File: src/hw/rtl/edbp_pkg.sv
// Shared types and constants of the Elias delta bit packer.
package edbp_pkg;

  localparam int WORD_BITS   = 32;                    // packed word width
  localparam int VALUE_W     = 32;                    // input value width
  localparam int CODE_MAX    = 42;                    // longest code in bits
  localparam int CODE_W      = 38;                    // code as an integer
  localparam int LEN_W       = 6;                     // code length field
  localparam int FILL_W      = 5;                     // accumulator fill count
  localparam int VB_W        = 6;                     // valid_bits field
  localparam int TOTAL_W     = 7;                     // fill plus code length
  localparam int WIN_W       = WORD_BITS + CODE_MAX;  // merge window
  localparam int MAX_RESULTS = 3;
  localparam int CNT_W       = 2;

  // One coded item on its way to the accumulator.
  typedef struct packed {
    logic [CODE_W-1:0] code;   // code bits, right aligned
    logic [LEN_W-1:0]  len;    // number of code bits
    logic              last;   // flush after this item
    logic              bad;    // value was zero
  } code_t;

  // One result transaction.
  typedef struct packed {
    logic [WORD_BITS-1:0] word;
    logic [VB_W-1:0]      valid_bits;
    logic                 stream_end;
    logic                 bad_value;
  } result_t;

  // All results caused by one item, first result in entry 0.
  typedef struct packed {
    result_t [MAX_RESULTS-1:0] res;
    logic [CNT_W-1:0]          count;
  } bundle_t;

endpackage

File: src/hw/rtl/edbp_coder.sv
// Elias delta coder: bit length, length of length and right-aligned code.
module edbp_coder (
  input  logic [edbp_pkg::VALUE_W-1:0] value_i,
  input  logic                         last_i,
  output edbp_pkg::code_t              code_o
);

  logic [edbp_pkg::VALUE_W-1:0] x;
  logic [5:0]                   lz;
  logic [5:0]                   k;
  logic [4:0]                   km1;
  logic [2:0]                   p;
  logic [edbp_pkg::CODE_W-1:0]  term;

  always_comb begin
    // count leading zeros in five halving steps
    x  = value_i;
    lz = 6'd0;
    if (x[31:16] == 16'd0) begin
      lz = lz + 6'd16;
      x  = {x[15:0], 16'd0};
    end
    if (x[31:24] == 8'd0) begin
      lz = lz + 6'd8;
      x  = {x[23:0], 8'd0};
    end
    if (x[31:28] == 4'd0) begin
      lz = lz + 6'd4;
      x  = {x[27:0], 4'd0};
    end
    if (x[31:30] == 2'd0) begin
      lz = lz + 6'd2;
      x  = {x[29:0], 2'd0};
    end
    if (x[31] == 1'b0) begin
      lz = lz + 6'd1;
    end
    k   = 6'd32 - lz;
    km1 = 5'(k - 6'd1);

    priority if (k[5]) p = 3'd6;
    else if (k[4])     p = 3'd5;
    else if (k[3])     p = 3'd4;
    else if (k[2])     p = 3'd3;
    else if (k[1])     p = 3'd2;
    else               p = 3'd1;

    // the leading one of the value turns into k once (k-1) is added above it
    term = {{(edbp_pkg::CODE_W-5){1'b0}}, km1} << km1;

    code_o.code = {{(edbp_pkg::CODE_W-edbp_pkg::VALUE_W){1'b0}}, value_i} + term;
    code_o.len  = {2'b00, p, 1'b0} + k - 6'd2;
    code_o.last = last_i;
    code_o.bad  = (value_i == '0);
  end

endmodule

File: src/hw/rtl/edbp_packer.sv
// Word accumulator: merges one code per cycle while advance_i is high and forms its result bundle.
module edbp_packer (
  input  logic              clk,
  input  logic              rst_n,
  input  edbp_pkg::code_t   code_i,
  input  logic              advance_i,
  output edbp_pkg::bundle_t bundle_o
);

  localparam int WordBits = edbp_pkg::WORD_BITS;
  localparam int WinW     = edbp_pkg::WIN_W;
  localparam int TailW    = WinW - 2 * WordBits;

  logic [WordBits-1:0]         partial_r, partial_nxt;
  logic [edbp_pkg::FILL_W-1:0] fill_r, fill_nxt;

  logic [edbp_pkg::TOTAL_W-1:0] total;
  logic [edbp_pkg::TOTAL_W-1:0] shift;
  logic [WinW-1:0]              window;
  logic [WordBits-1:0]          word0, word1, tail, pre;
  logic [1:0]                   nfull;
  logic [edbp_pkg::FILL_W-1:0]  rem;
  logic [edbp_pkg::VB_W-1:0]    vb_full;

  always_comb begin
    vb_full = edbp_pkg::VB_W'(WordBits);
    total   = edbp_pkg::TOTAL_W'(fill_r) + edbp_pkg::TOTAL_W'(code_i.len);
    shift   = edbp_pkg::TOTAL_W'(WinW) - total;
    window  = {partial_r, {edbp_pkg::CODE_MAX{1'b0}}}
            | ({{(WinW-edbp_pkg::CODE_W){1'b0}}, code_i.code} << shift);
    word0   = window[WinW-1 -: WordBits];
    word1   = window[WinW-WordBits-1 -: WordBits];
    tail    = {window[TailW-1:0], {(WordBits-TailW){1'b0}}};
    rem     = total[edbp_pkg::FILL_W-1:0];

    priority if (total[6]) nfull = 2'd2;
    else if (total[5])     nfull = 2'd1;
    else                   nfull = 2'd0;

    unique case (nfull)
      2'd0:    pre = word0;
      2'd1:    pre = word1;
      2'd2:    pre = tail;
      default: pre = '0;
    endcase

    bundle_o                     = '0;
    bundle_o.res[0].word         = word0;
    bundle_o.res[0].valid_bits   = vb_full;
    bundle_o.res[1].word         = word1;
    bundle_o.res[1].valid_bits   = vb_full;
    partial_nxt                  = partial_r;
    fill_nxt                     = fill_r;

    if (code_i.bad) begin
      // zero value: lone error result, accumulator untouched
      bundle_o.res[0]           = '0;
      bundle_o.res[0].bad_value = 1'b1;
      bundle_o.count            = 2'd1;
    end else if (code_i.last && rem != '0) begin
      // flush the zero-padded partial word behind the full ones
      unique case (nfull)
        2'd0:    bundle_o.res[0] = '{word: pre, valid_bits: edbp_pkg::VB_W'(rem),
                                     stream_end: 1'b1, bad_value: 1'b0};
        2'd1:    bundle_o.res[1] = '{word: pre, valid_bits: edbp_pkg::VB_W'(rem),
                                     stream_end: 1'b1, bad_value: 1'b0};
        2'd2:    bundle_o.res[2] = '{word: pre, valid_bits: edbp_pkg::VB_W'(rem),
                                     stream_end: 1'b1, bad_value: 1'b0};
        default: bundle_o.res[2] = '0;
      endcase
      bundle_o.count = nfull + 2'd1;
      partial_nxt    = '0;
      fill_nxt       = '0;
    end else if (code_i.last) begin
      // code ended on a word boundary: mark the last full word
      unique case (nfull)
        2'd1:    bundle_o.res[0].stream_end = 1'b1;
        2'd2:    bundle_o.res[1].stream_end = 1'b1;
        default: bundle_o.res[2].stream_end = 1'b0;
      endcase
      bundle_o.count = nfull;
      partial_nxt    = '0;
      fill_nxt       = '0;
    end else begin
      bundle_o.count = nfull;
      partial_nxt    = pre;
      fill_nxt       = rem;
    end
  end

  always_ff @(posedge clk) begin
    if (!rst_n) begin
      partial_r <= '0;
      fill_r    <= '0;
    end else if (advance_i) begin
      partial_r <= partial_nxt;
      fill_r    <= fill_nxt;
    end
  end

endmodule

File: src/hw/rtl/edbp_out_buf.sv
// Result buffer: holds one item's results and hands them out one per transaction.
module edbp_out_buf (
  input  logic              clk,
  input  logic              rst_n,
  input  edbp_pkg::bundle_t bundle_i,
  input  logic              bundle_valid_i,
  output logic              accept_o,
  output logic              out_valid_o,
  input  logic              out_ready_i,
  output edbp_pkg::result_t result_o
);

  localparam int N = edbp_pkg::MAX_RESULTS;

  edbp_pkg::result_t [N-1:0]    ent_r, ent_nxt;
  logic [edbp_pkg::CNT_W-1:0]   cnt_r, cnt_nxt;
  logic                         take;
  logic                         free;
  logic                         load;

  always_comb begin
    take     = (cnt_r != '0) && out_ready_i;
    free     = (cnt_r == '0) || ((cnt_r == 2'd1) && take);
    // an item without results passes straight through
    accept_o = bundle_valid_i && ((bundle_i.count == '0) || free);
    load     = accept_o && (bundle_i.count != '0);

    ent_nxt = ent_r;
    cnt_nxt = cnt_r;
    if (load) begin
      ent_nxt = bundle_i.res;
      cnt_nxt = bundle_i.count;
    end else if (take) begin
      ent_nxt[0] = ent_r[1];
      ent_nxt[1] = ent_r[2];
      cnt_nxt    = cnt_r - 2'd1;
    end

    out_valid_o = (cnt_r != '0);
    result_o    = ent_r[0];
  end

  always_ff @(posedge clk) begin
    ent_r <= ent_nxt;
  end

  always_ff @(posedge clk) begin
    if (!rst_n) begin
      cnt_r <= '0;
    end else begin
      cnt_r <= cnt_nxt;
    end
  end

endmodule

File: src/hw/rtl/elias_delta_bit_packer.sv
// Path: input register, stage 2, result buffer; the earliest output transaction for a
//   value's first result completes at the next rising edge after it is offered.
// Throughput: one value per cycle if out_tready is high and each value yields at most
//   one result; a value that fills two words (or fills and flushes) holds the result
//   buffer till each result is taken; one output port moves one word per transaction.
// Reset: synchronous, active low; empties the pipeline and the result buffer and
//   clears the word accumulator.
module elias_delta_bit_packer (
  input  logic        clk,
  input  logic        rst_n,
  // input stream
  input  logic        in_tvalid,
  output logic        in_tready,
  input  logic [31:0] in_tdata,    // [31:0] value
  input  logic        in_tlast,    // last: flush partial word after this value
  // result stream
  output logic        out_tvalid,
  input  logic        out_tready,
  output logic [39:0] out_tdata,   // [31:0] word, [37:32] valid_bits, [39:38] zero
  output logic        out_tlast,   // stream_end
  output logic        out_tuser    // bad_value
);

  // Stage 1: input register
  logic                         v1_r, v1_nxt;
  logic [edbp_pkg::VALUE_W-1:0] value1_r;
  logic                         last1_r;

  // Stage 2: coded item waiting for the accumulator
  logic                         v2_r, v2_nxt;
  edbp_pkg::code_t              code2_r;

  edbp_pkg::code_t              code1;
  edbp_pkg::bundle_t            bundle;
  edbp_pkg::result_t            result;
  logic                         in_take;
  logic                         ready2;
  logic                         adv1;
  logic                         adv2;

  // Encode from the input register.
  edbp_coder u_coder (
    .value_i (value1_r),
    .last_i  (last1_r),
    .code_o  (code1)
  );

  // Merge the code into the accumulator; state advances only when the bundle is taken.
  edbp_packer u_packer (
    .clk       (clk),
    .rst_n     (rst_n),
    .code_i    (code2_r),
    .advance_i (adv2),
    .bundle_o  (bundle)
  );

  // Hold results and serialize them onto the output.
  edbp_out_buf u_out_buf (
    .clk            (clk),
    .rst_n          (rst_n),
    .bundle_i       (bundle),
    .bundle_valid_i (v2_r),
    .accept_o       (adv2),
    .out_valid_o    (out_tvalid),
    .out_ready_i    (out_tready),
    .result_o       (result)
  );

  // Pipeline control: each stage advances when the next one drains or is empty.
  always_comb begin
    ready2    = !v2_r || adv2;
    adv1      = v1_r && ready2;
    in_tready = !v1_r || ready2;
    in_take   = in_tvalid && in_tready;

    v1_nxt = in_take ? 1'b1 : (adv1 ? 1'b0 : v1_r);
    v2_nxt = adv1 ? 1'b1 : (adv2 ? 1'b0 : v2_r);
  end

  always_ff @(posedge clk) begin
    if (!rst_n) begin
      v1_r <= 1'b0;
      v2_r <= 1'b0;
    end else begin
      v1_r <= v1_nxt;
      v2_r <= v2_nxt;
    end
  end

  // Payload registers: load on advance, hold otherwise.
  always_ff @(posedge clk) begin
    if (in_take) begin
      value1_r <= in_tdata;
      last1_r  <= in_tlast;
    end
    if (adv1) begin
      code2_r <= code1;
    end
  end

  // Pack the result transaction.
  assign out_tdata = {2'b00, result.valid_bits, result.word};
  assign out_tlast = result.stream_end;
  assign out_tuser = result.bad_value;

  // An error result carries no code bits.
  a_bad_empty: assert property (@(posedge clk) disable iff (!rst_n)
    out_tvalid && out_tuser |-> out_tdata == 40'd0 && !out_tlast)
    else $error("error result carries data");

  // A coded word that does not end a stream is always full.
  a_mid_full: assert property (@(posedge clk) disable iff (!rst_n)
    out_tvalid && !out_tuser && !out_tlast |-> out_tdata[37:32] == 6'd32)
    else $error("partial word emitted without stream end");

  // A coded item stalled in stage 2 stays there unchanged.
  a_stage2_hold: assert property (@(posedge clk) disable iff (!rst_n)
    v2_r && !adv2 |=> v2_r && $stable(code2_r))
    else $error("stage 2 item lost or changed while stalled");

endmodule
File: config.mk
export PLATFORM = sky130hd
export DESIGN_NAME = elias_delta_bit_packer
export DESIGN_NICKNAME = d
export VERILOG_FILES = /design/src/hw/rtl/edbp_pkg.sv /design/src/hw/rtl/edbp_coder.sv /design/src/hw/rtl/edbp_packer.sv /design/src/hw/rtl/edbp_out_buf.sv /design/src/hw/rtl/elias_delta_bit_packer.sv
export SDC_FILE = /design/constraint.sdc
export NUM_CORES = 1
export LEC_CHECK = 0
export BUFFER_PORTS_ARGS = -buffer_cell sky130_fd_sc_hd__buf_2
export CAP_MARGIN = 20
export CORE_ASPECT_RATIO = 1.75
export CORE_MARGIN = 3
export CORE_UTILIZATION = 29
export CTS_CLUSTER_SIZE = 12
export DETAILED_ROUTE_END_ITERATION = 6
export GPL_TIMING_DRIVEN = 0
export SYNTH_ARGS = -nofsm -noshare
export SYNTH_HDL_FRONTEND = slang
export SYNTH_SLANG_ARGS = --single-unit
export TNS_END_PERCENT = 30
File: constraint.sdc
create_clock -name clk -period 6.9 [get_ports clk]
set_input_delay 1.38 -clock clk [delete_from_list [all_inputs] [get_ports clk]]
set_output_delay 1.38 -clock clk [all_outputs]
set_load 0.05 [all_outputs]
==> results.json, run 1 <==
{
  "status": "finished clean",
  "setup_violations": 0,
  "grt_pass1_vias": 12500,
  "start_kind": "register",
  "synth_edf_count": 195,
  "grt_pass1_wl_mm": 77.0,
  "first_pass_iters": 6,
  "holdCritStartpoint": "last1_r",
  "internal_power_mw": 3.03,
  "ir_drop_v": 0.000175,
  "start_util": 0.293,
  "period_minus_slack_ps": 6690,
  "postSynth.asyncResetShare": 0,
  "final_net_count": 1680,
  "switchingPower_mw": 1.82,
  "cts_root_buffer": "clkbuf_16",
  "synth_area_leaders": "edfxtp_1 (39%), dfxtp_1 (5.4%), mux2i_1 (4.9%)",
  "antenna_found_initial": 0,
  "clockBufferDepth": 3,
  "synth_top_cell_area_share": 0.388,
  "ys_seq_elements": 236,
  "critPathKind": "reg -> reg",
  "synthFlopType": "edfxtp_1",
  "cts_hold_buf": 0,
  "gp_congestion": 1.01,
  "clock-sinks": 236,
  "grt_start_max_net_pins": 67,
  "p_leak_nw": 6.55,
  "htreeDepth": 1,
  "comb_power_share": 0.360,
  "drive_gt1_frac": 0.178,
  "critPathMaxFanout": 9,
  "vias": 12400,
  "numPortBuffers": 78,
  "die-width_um": 178,
  "dp_hpwl_mm": 40.9,
  "drt-initial-drc-count": 927,
  "io_pins": 81,
  "drc": 0,
  "cp_data_required_time_ps": 7220,
  "switching_share": 0.376,
  "clk_pin_slew_worst_paths_ps": 60,
  "fp.dieArea_mm2": 0.0549,
  "finalSetupTns_ps": 0,
  "power.density_mw_per_mm2": 280,
  "syn2layout_area_growth_pct": 14.8,
  "ant_nets": 0,
  "endpoint_kind": "register",
  "diodes": 0,
  "hold_violations": 0,
  "post-route-worst-setup-slack_ps": 213,
  "wire_per_inst_um": 22.6,
  "postSynthCellCount": 1457,
  "synth_top_area_cell": "edfxtp_1",
  "seq_power_share": 0.371,
  "cts_tree": "yes",
  "crit_buf_inv": 1,
  "synth_cell_types": 89,
  "cap_violations": 0,
  "pwr-share-clk": 0.269,
  "slowest_stage": "a211oi_2",
  "hold_path.class": "reg -> reg",
  "fin_total_pwr_mw": 4.85,
  "skew_ps": 20.0,
  "relSlewSlack": 0.270,
  "worstReg2RegStart": "value1_r[19]",
  "fin_util": 0.336,
  "pre_cts_ws_ps": 150,
  "vias_per_cell": 5.41,
  "fin_crit_sh": 0.969,
  "max_stage_delay_ps": 560,
  "slew_viol_final": 0,
  "wl_mm": 51.7,
  "worst_pin_slew_ps": 1090,
  "core_area_mm2": 0.0515,
  "avgSynthCellArea_um2": 10.4,
  "clk_latency_ps": 550,
  "path_cells": "or3_4 -> or4_4 -> buf_6 -> o21ai_2 -> o21ai_2 -> a211oi_2 -> nand3_1 -> mux2i_1 -> a221oi_2 -> and3_1 -> ha_1 -> a211oi_1 -> nor2_1 -> o21ai_0 -> nand2_1 -> o311ai_1 -> o211ai_1 -> a311oi_2 -> nor2_1 -> a311oi_1",
  "numCtsBuffers": 25,
  "syn_area_mm2": 0.0151,
  "crit_start": "value1_r[19]",
  "grt_remaining_overflow": 0,
  "yosysWarnings": 0,
  "layout_commonest_cell": "edfxtp_1",
  "fmax_mhz": 150,
  "yosysSeqAreaShare": 0.442,
  "path_delay_family": "compound AO/OA/AOI/OAI gates",
  "critical_path_arrival_ps": 7010,
  "rows": 110,
  "die_height_um": 308,
  "final_cell_mix": "edfxtp_1 (195), nand2_1 (138), nor2_1 (112)",
  "grt_use_total": 0.186
}
cell families (layout without fill, tap and decap cells):
| family | Yosys count | count (layout) | synth area share |
|---|---|---|---|
| compound gates | 449 | 449 | 0.204 |
| other cells | 1 | 27 | 0.000249 |
| buf+inv | 154 | 283 | 0.0523 |
| fa+ha+maj | 49 | 49 | 0.0421 |
| simple gates | 408 | 408 | 0.128 |
| flops | 236 | 236 | 0.442 |
| xor+xnor | 38 | 38 | 0.0235 |
| mux | 122 | 122 | 0.107 |
sequential cells by signal, indices dropped and copies added (netlist names):
register	count
u_out_buf.ent_r	77
code2_r	45
u_out_buf.result_o	40
u_packer.partial_r	32
value1_r	32
u_packer.fill_r	5
u_out_buf.cnt_r	2
last1_r	1
v1_r	1
v2_r	1
final timing paths:
| kind | endpoint | slack (ps) | depth (start not counted) |
|---|---|---|---|
| setup / recovery | code2_r[41] | 210 | 20 |
| hold / removal | code2_r[1] | 430 | 0 |
| setup reg to reg | code2_r[41] | 210 | 20 |
| hold reg to reg | code2_r[1] | 430 | 0 |
layer usage:
metal | GRT usage | share of wire | vias to the layer above
li1 | - | - | 5806
met1 | 0.184 | 0.34 | 5940
met2 | 0.356 | 0.54 | 441
met3 | 0.0183 | 0.041 | 168
met4 | 0.127 | 0.079 | 0
met5 | 0 | 0 | -
power by group through the flow:
stage / logic, mW / clock network [mW] / registers (mW)
floorplan: 1.16 / 0 / 1.82
global placement: 1.68 / 0 / 1.84
detailed placement: 1.72 / 0 / 1.83
CTS: 1.72 / 1.34 / 1.80
global route: 1.85 / 1.39 / 1.81
finish: 1.75 / 1.30 / 1.80
synthesized netlist by cell type, types with 18 or more instances:
cell,number
nand2_1,138
a21oi_1,92
o22ai_1,19
nand3_1,22
edfxtp_1,195
mux2_2,18
inv_1,38
a211oi_1,27
a22o_1,26
mux2i_1,74
mux4_2,30
nor2_1,112
clkbuf_1,32
ha_1,46
buf_4,43
dfxtp_1,41
buf_2,28
o31ai_1,19
a21o_1,23
o21ai_0,97
nor3_1,37
xnor2_1,30
cell type report:
cell class / count / area (µm²)
clock inverter: 4 / 51.3
sequential: 236 / 6680
timing repair buffer: 84 / 490
fill: 5286 / 34200
clock buffer: 41 / 706
inverter: 38 / 143
tap: 672 / 841
buffer: 116 / 647
multi-input combinational: 1093 / 7770
stage by stage:
step | hold WS, ps | cells | area (µm²)
finish | 433 | 2284 | 17300
global route | 475 | 2284 | 17300
CTS | 445 | 2284 | 17300
detailed placement | 422 | 2239 | 16500
global placement | 408 | 2233 | 16400
floorplan | 400 | 1483 | 15200
what timing repair did:
| action | 4_1_cts | 5_1_grt |
|---|---|---|
| endpoints found under the setup margin | 0 | 6 |
| buffers inserted | 0 | 0 |
| gates resized for setup | 0 | 3 |
(Power assumes the default switching activity.)
==> run 2, diff against run 1 <==
CORE_UTILIZATION = 47   (was 29)
==> run 2 against run 1 <==
Effect of this change:
- global-route usage is 12 points higher
- wire length up 2.8%
- hold slack better by 21 ps
- largest cell class unchanged
- power shrank 1.3%
- utilization rose by 20 points
- register-to-register slack lost 130 ps
- combinational power hardly changed
- clock skew is 5.3 ps lower
- fmax down 2.0%
- via count grew 1.9%
- die area decreased by 37%
==> results.json, run 2 (synthesis results as in run 1) <==
{
  "dpl.cell_count": 1962,
  "vias": 12600,
  "fp.dieArea_mm2": 0.0344,
  "layout_commonest_cell": "edfxtp_1",
  "path_delay_family": "compound AO/OA/AOI/OAI gates",
  "period_minus_slack_ps": 6820,
  "first_pass_iters": 6,
  "worst_pin_slew_ps": 1270,
  "critPathKind": "reg -> reg",
  "finalSetupTns_ps": 0,
  "cts_tree": "yes",
  "critPathMaxFanout": 9,
  "holdWs_ps": 453,
  "dp_hpwl_mm": 42.4,
  "skew_ps": 14.7,
  "syn2layout_area_growth_pct": 12.9,
  "hold_violations": 0,
  "p_leak_nw": 6.58,
  "rows": 86,
  "ant_nets": 0,
  "relSlewSlack": 0.150,
  "largest_reg_flops": 77,
  "grt_pass1_vias": 12900,
  "antenna_found_initial": 0,
  "grt_start_max_net_pins": 73,
  "top_register": "u_out_buf.ent_r",
  "clockBufferDepth": 3,
  "io_pins": 81,
  "post-route-worst-setup-slack_ps": 80.1,
  "drive_gt1_frac": 0.183,
  "power.density_mw_per_mm2": 281,
  "rsz0062_at_grt": "yes",
  "status": "finished clean",
  "cap_violations": 0,
  "drt-initial-drc-count": 814,
  "critical_path_arrival_ps": 7150,
  "wire_per_inst_um": 26.4,
  "crit_buf_inv": 1,
  "drc": 0,
  "numCtsBuffers": 24,
  "fmax_mhz": 147,
  "endpoint_kind": "register",
  "setup_violations": 0,
  "grt_pass1_wl_mm": 78.8,
  "grt_use_total": 0.306,
  "cp_data_required_time_ps": 7230,
  "slowest_stage": "or4_4",
  "cts_root_buffer": "clkbuf_16",
  "clock-sinks": 236,
  "fin_cells": 2011,
  "slew_viol_final": 0,
  "grt_remaining_overflow": 0,
  "fin_crit_sh": 0.988,
  "htreeDepth": 1,
  "diodes": 0,
  "clk_latency_ps": 540,
  "ir_drop_v": 0.000268,
  "start_util": 0.479,
  "path_cells": "or3_4 -> or4_4 -> buf_6 -> o21ai_2 -> o21ai_2 -> a211oi_4 -> nand3_1 -> mux2i_1 -> a21oi_1 -> and3_1 -> ha_1 -> or3_1 -> o21ai_0 -> nand2_1 -> o311ai_2 -> o211ai_1 -> a311oi_2 -> nor2_1 -> a311oi_1",
  "die_height_um": 243,
  "pre_cts_ws_ps": -652,
  "clk_pin_slew_worst_paths_ps": 60,
  "start_kind": "register",
  "cts_hold_buf": 0,
  "vias_per_cell": 6.26,
  "max_stage_delay_ps": 530,
  "core_area_mm2": 0.0315,
  "final_cell_mix": "edfxtp_1 (195), nand2_1 (137), nor2_1 (111)",
  "die-width_um": 141,
  "gp_congestion": 1.06,
  "fillers": 2894,
  "wl_mm": 53.2,
  "final_net_count": 1683,
  "numPortBuffers": 78,
  "cpMostUsedCell": "o21ai_2",
  "hold_path.class": "reg -> reg"
}
run 2: cell count changes in the layout (fill, tap and decap cells not counted), moves of 2 or more:
cell,previous run,this run
clkbuf_8,2,0
a221oi_2,2,0
a221oi_4,0,2
buf_4,44,48
run 2: stage by stage:
| stage | cell area, µm² | utilization | power (mW) |
|---|---|---|---|
| 2_1_floorplan | 15200 | - | 2.98 |
| 3_3_place_gp | 16100 | 0.510 | 3.52 |
| 3_5_place_dp | 16200 | 0.514 | 3.53 |
| 4_1_cts | 17000 | 0.538 | 4.78 |
| 5_1_grt | 17000 | 0.540 | 4.96 |
| 6_report | 17000 | 0.540 | 4.79 |
run 2: worst paths after layout:
check | start | endpoint | slack (ps) | depth (start not counted)
setup / recovery | value1_r[19] | code2_r[41] | 80 | 19
setup reg to reg | value1_r[19] | code2_r[41] | 80 | 19
hold / removal | last1_r | code2_r[1] | 450 | 0
hold reg to reg | last1_r | code2_r[1] | 450 | 0
run 2: power by group:
part | internal (mW) | total [mW] | switching (mW)
registers | 1.73 | 1.80 | 0.0682
clock network | 0.695 | 1.24 | 0.548
logic | 0.562 | 1.74 | 1.18
run 2: metal layers:
layer	part of all wire	GRT usage	up-vias
li1	-	-	5808
met1	0.32	0.284	6129
met2	0.55	0.602	453
met3	0.038	0.0333	199
met4	0.091	0.210	0
met5	0	0	-
run 2: layout make-up:
type / count / area, µm² / share of cell area
timing repair buffer: 88 / 520 / 0.0305
inverter: 38 / 143 / 0.00837
buffer: 116 / 648 / 0.0380
clock inverter: 2 / 10.0 / 0.000587
sequential: 236 / 6680 / 0.392
multi-input combinational: 1093 / 7840 / 0.460
clock buffer: 42 / 711 / 0.0417
tap: 396 / 495 / 0.0291
run 2: timing repair:
action	4_1_cts	5_1_grt
buffers inserted	2	1
gates resized for setup	6	11
pin swaps	1	2
setup endpoints to repair	9	6
run 2: worst register-to-register path, delay by kind of cell (launching register included):
family	cells	cell delay (ps)
flip-flops	1	520
buffers and inverters	1	170
adder cells (fa/ha/maj)	1	210
AND/OR/NAND/NOR	7	2170
multiplexers	1	350
AO/OA/AOI/OAI	9	3210
==> run 3, diff against run 2 <==
PLACE_DENSITY = 0.68   (was unset)
clock period = 7.4 ns   (was 6.9 ns; I/O delays follow)
==> run 3 against run 2 <==
Effect of this change:
- critical path depth did not move
- wire length increased by 2.9%
- register-to-register slack gained 360 ps
- sequential power shrank 7%
- cell area shrank 0.12%
- critical endpoint unchanged
- final cell count is the same
- sequential cell count did not move
- die area unchanged
- largest cell class unchanged
- hold slack worse by 5.4 ps
==> results.json, run 3 (synthesis results as in run 1) <==
{
  "path_cells": "nor2_1 -> nand4_1 -> a21oi_2 -> mux2i_1 -> o41ai_2 -> nand3_1 -> mux2i_1 -> a221oi_4 -> and3_1 -> ha_1 -> a211oi_1 -> nor2_1 -> o21ai_0 -> nand2_1 -> o311ai_1 -> o211ai_1 -> a311oi_2 -> nor2_1 -> a311oi_1",
  "die-width_um": 141,
  "critPathMaxFanout": 5,
  "rsz0062_at_grt": "no",
  "fin_util": 0.540,
  "vias": 12600,
  "fp.dieArea_mm2": 0.0344,
  "rows": 86,
  "hold_path.class": "reg -> reg",
  "wire_per_inst_um": 27.2,
  "grt_start_max_net_pins": 70,
  "period_minus_slack_ps": 6960,
  "drt-met1-wl_mm": 16.9,
  "cp_data_required_time_ps": 7750,
  "dr_wl_met3_mm": 2.23,
  "gp_congestion": 1.03,
  "largest_reg_flops": 77,
  "path_delay_family": "compound AO/OA/AOI/OAI gates",
  "vias_per_cell": 6.28,
  "cts_root_buffer": "clkbuf_16",
  "core_area_mm2": 0.0315,
  "diodes": 0,
  "status": "finished clean",
  "io_pins": 81,
  "grt_remaining_overflow": 0,
  "clock-sinks": 236,
  "start_kind": "register",
  "critPathKind": "reg -> reg",
  "numPortBuffers": 78,
  "htreeDepth": 1,
  "highest_layer": "met4",
  "fin_total_pwr_mw": 4.51,
  "ant_nets": 0,
  "syn2layout_area_growth_pct": 12.8,
  "final_net_count": 1684,
  "slew_viol_final": 0,
  "drt-initial-drc-count": 912,
  "fin_crit_sh": 0.940,
  "clockBufferDepth": 3,
  "grt_pass1_wl_mm": 80.1,
  "slowest_stage": "o41ai_2",
  "hold_violations": 0,
  "layout_commonest_cell": "edfxtp_1",
  "cts_hold_buf": 0,
  "final_cell_mix": "edfxtp_1 (195), nand2_1 (138), nor2_1 (112)",
  "endpoint_kind": "register",
  "clk_latency_ps": 540,
  "wl_met2_mm": 30.3,
  "dp_hpwl_mm": 43.6,
  "skew_ps": 12.8,
  "grt_use_total": 0.313,
  "numCtsBuffers": 25,
  "wl_mm": 54.7,
  "ir_drop_v": 0.000285,
  "setup_violations": 0,
  "drc": 0,
  "top_register": "u_out_buf.ent_r",
  "die_height_um": 243,
  "cts_tree": "yes",
  "critical_path_arrival_ps": 7310,
  "antenna_found_initial": 0,
  "cpMostUsedCell": "nor2_1",
  "clk_pin_slew_worst_paths_ps": 60,
  "relSlewSlack": 0.250,
  "grt_pass1_vias": 12900,
  "cap_violations": 0,
  "drive_gt1_frac": 0.180,
  "first_pass_iters": 5,
  "fmax_mhz": 144,
  "worst_pin_slew_ps": 1090,
  "crit_buf_inv": 0,
  "start_util": 0.479,
  "max_stage_delay_ps": 640,
  "power.density_mw_per_mm2": 265,
  "p_leak_nw": 6.57
}
[run 3: cell count changes in the layout (fill, tap and decap cells not counted), sizes merged]
| cell | previous run | this run |
|---|---|---|
| clkinv | 2 | 3 |
| bufinv | 0 | 1 |
| clkbuf | 74 | 70 |
| clkinvlp | 0 | 2 |
[run 3: area by class of cell]
class | instances | area (µm²)
Sequential cell | 236 | 6680
Timing Repair Buffer | 88 | 520
Tap cell | 396 | 495
Fill cell | 2817 | 14500
Clock buffer | 38 | 694
Clock inverter | 6 | 57.6
Buffer | 116 | 647
Multi-Input combinational cell | 1093 | 7780
Inverter | 38 | 143
[run 3: report_power, final]
| part | total, mW | internal, mW | switching, mW |
|---|---|---|---|
| logic | 1.63 | 0.523 | 1.11 |
| clock network | 1.20 | 0.678 | 0.521 |
| registers | 1.68 | 1.62 | 0.0643 |
[run 3: path summary, 6_finish.rpt]
check,start,endpoint,slack [ps],depth (start not counted)
worst max register to register,value1_r[15],code2_r[41],440,19
worst min-delay path,last1_r,code2_r[1],450,0
worst max-delay path,value1_r[15],code2_r[41],440,19
worst min register to register,last1_r,code2_r[1],450,0
[run 3: stage by stage]
step | std cells | hold WS, ps | setup slack [ps] | TNS, ps | instance area (µm²)
CTS | 2008 | 462 | 90.1 | 0 | 17000
floorplan | 1483 | 400 | 2000 | 0 | 15200
detailed placement | 1964 | 438 | -138 | -276 | 16200
global placement | 1957 | 429 | -212 | -6890 | 16100
finish | 2011 | 448 | 442 | 0 | 17000
global route | 2011 | 462 | 122 | 0 | 17000
[run 3: repair_timing]
| item | CTS | global route |
|---|---|---|
| buffers inserted | 0 | 3 |
| pin swaps | 0 | 1 |
| endpoints found under the setup margin | 3 | 3 |
| resized for setup | 2 | 4 |
[run 3: per-layer routing]
layer  global-route usage  up-vias
li1                     -     5804
met1                0.283     6107
met2                0.608      507
met3               0.0337      211
met4                0.247        0
met5                    0        -
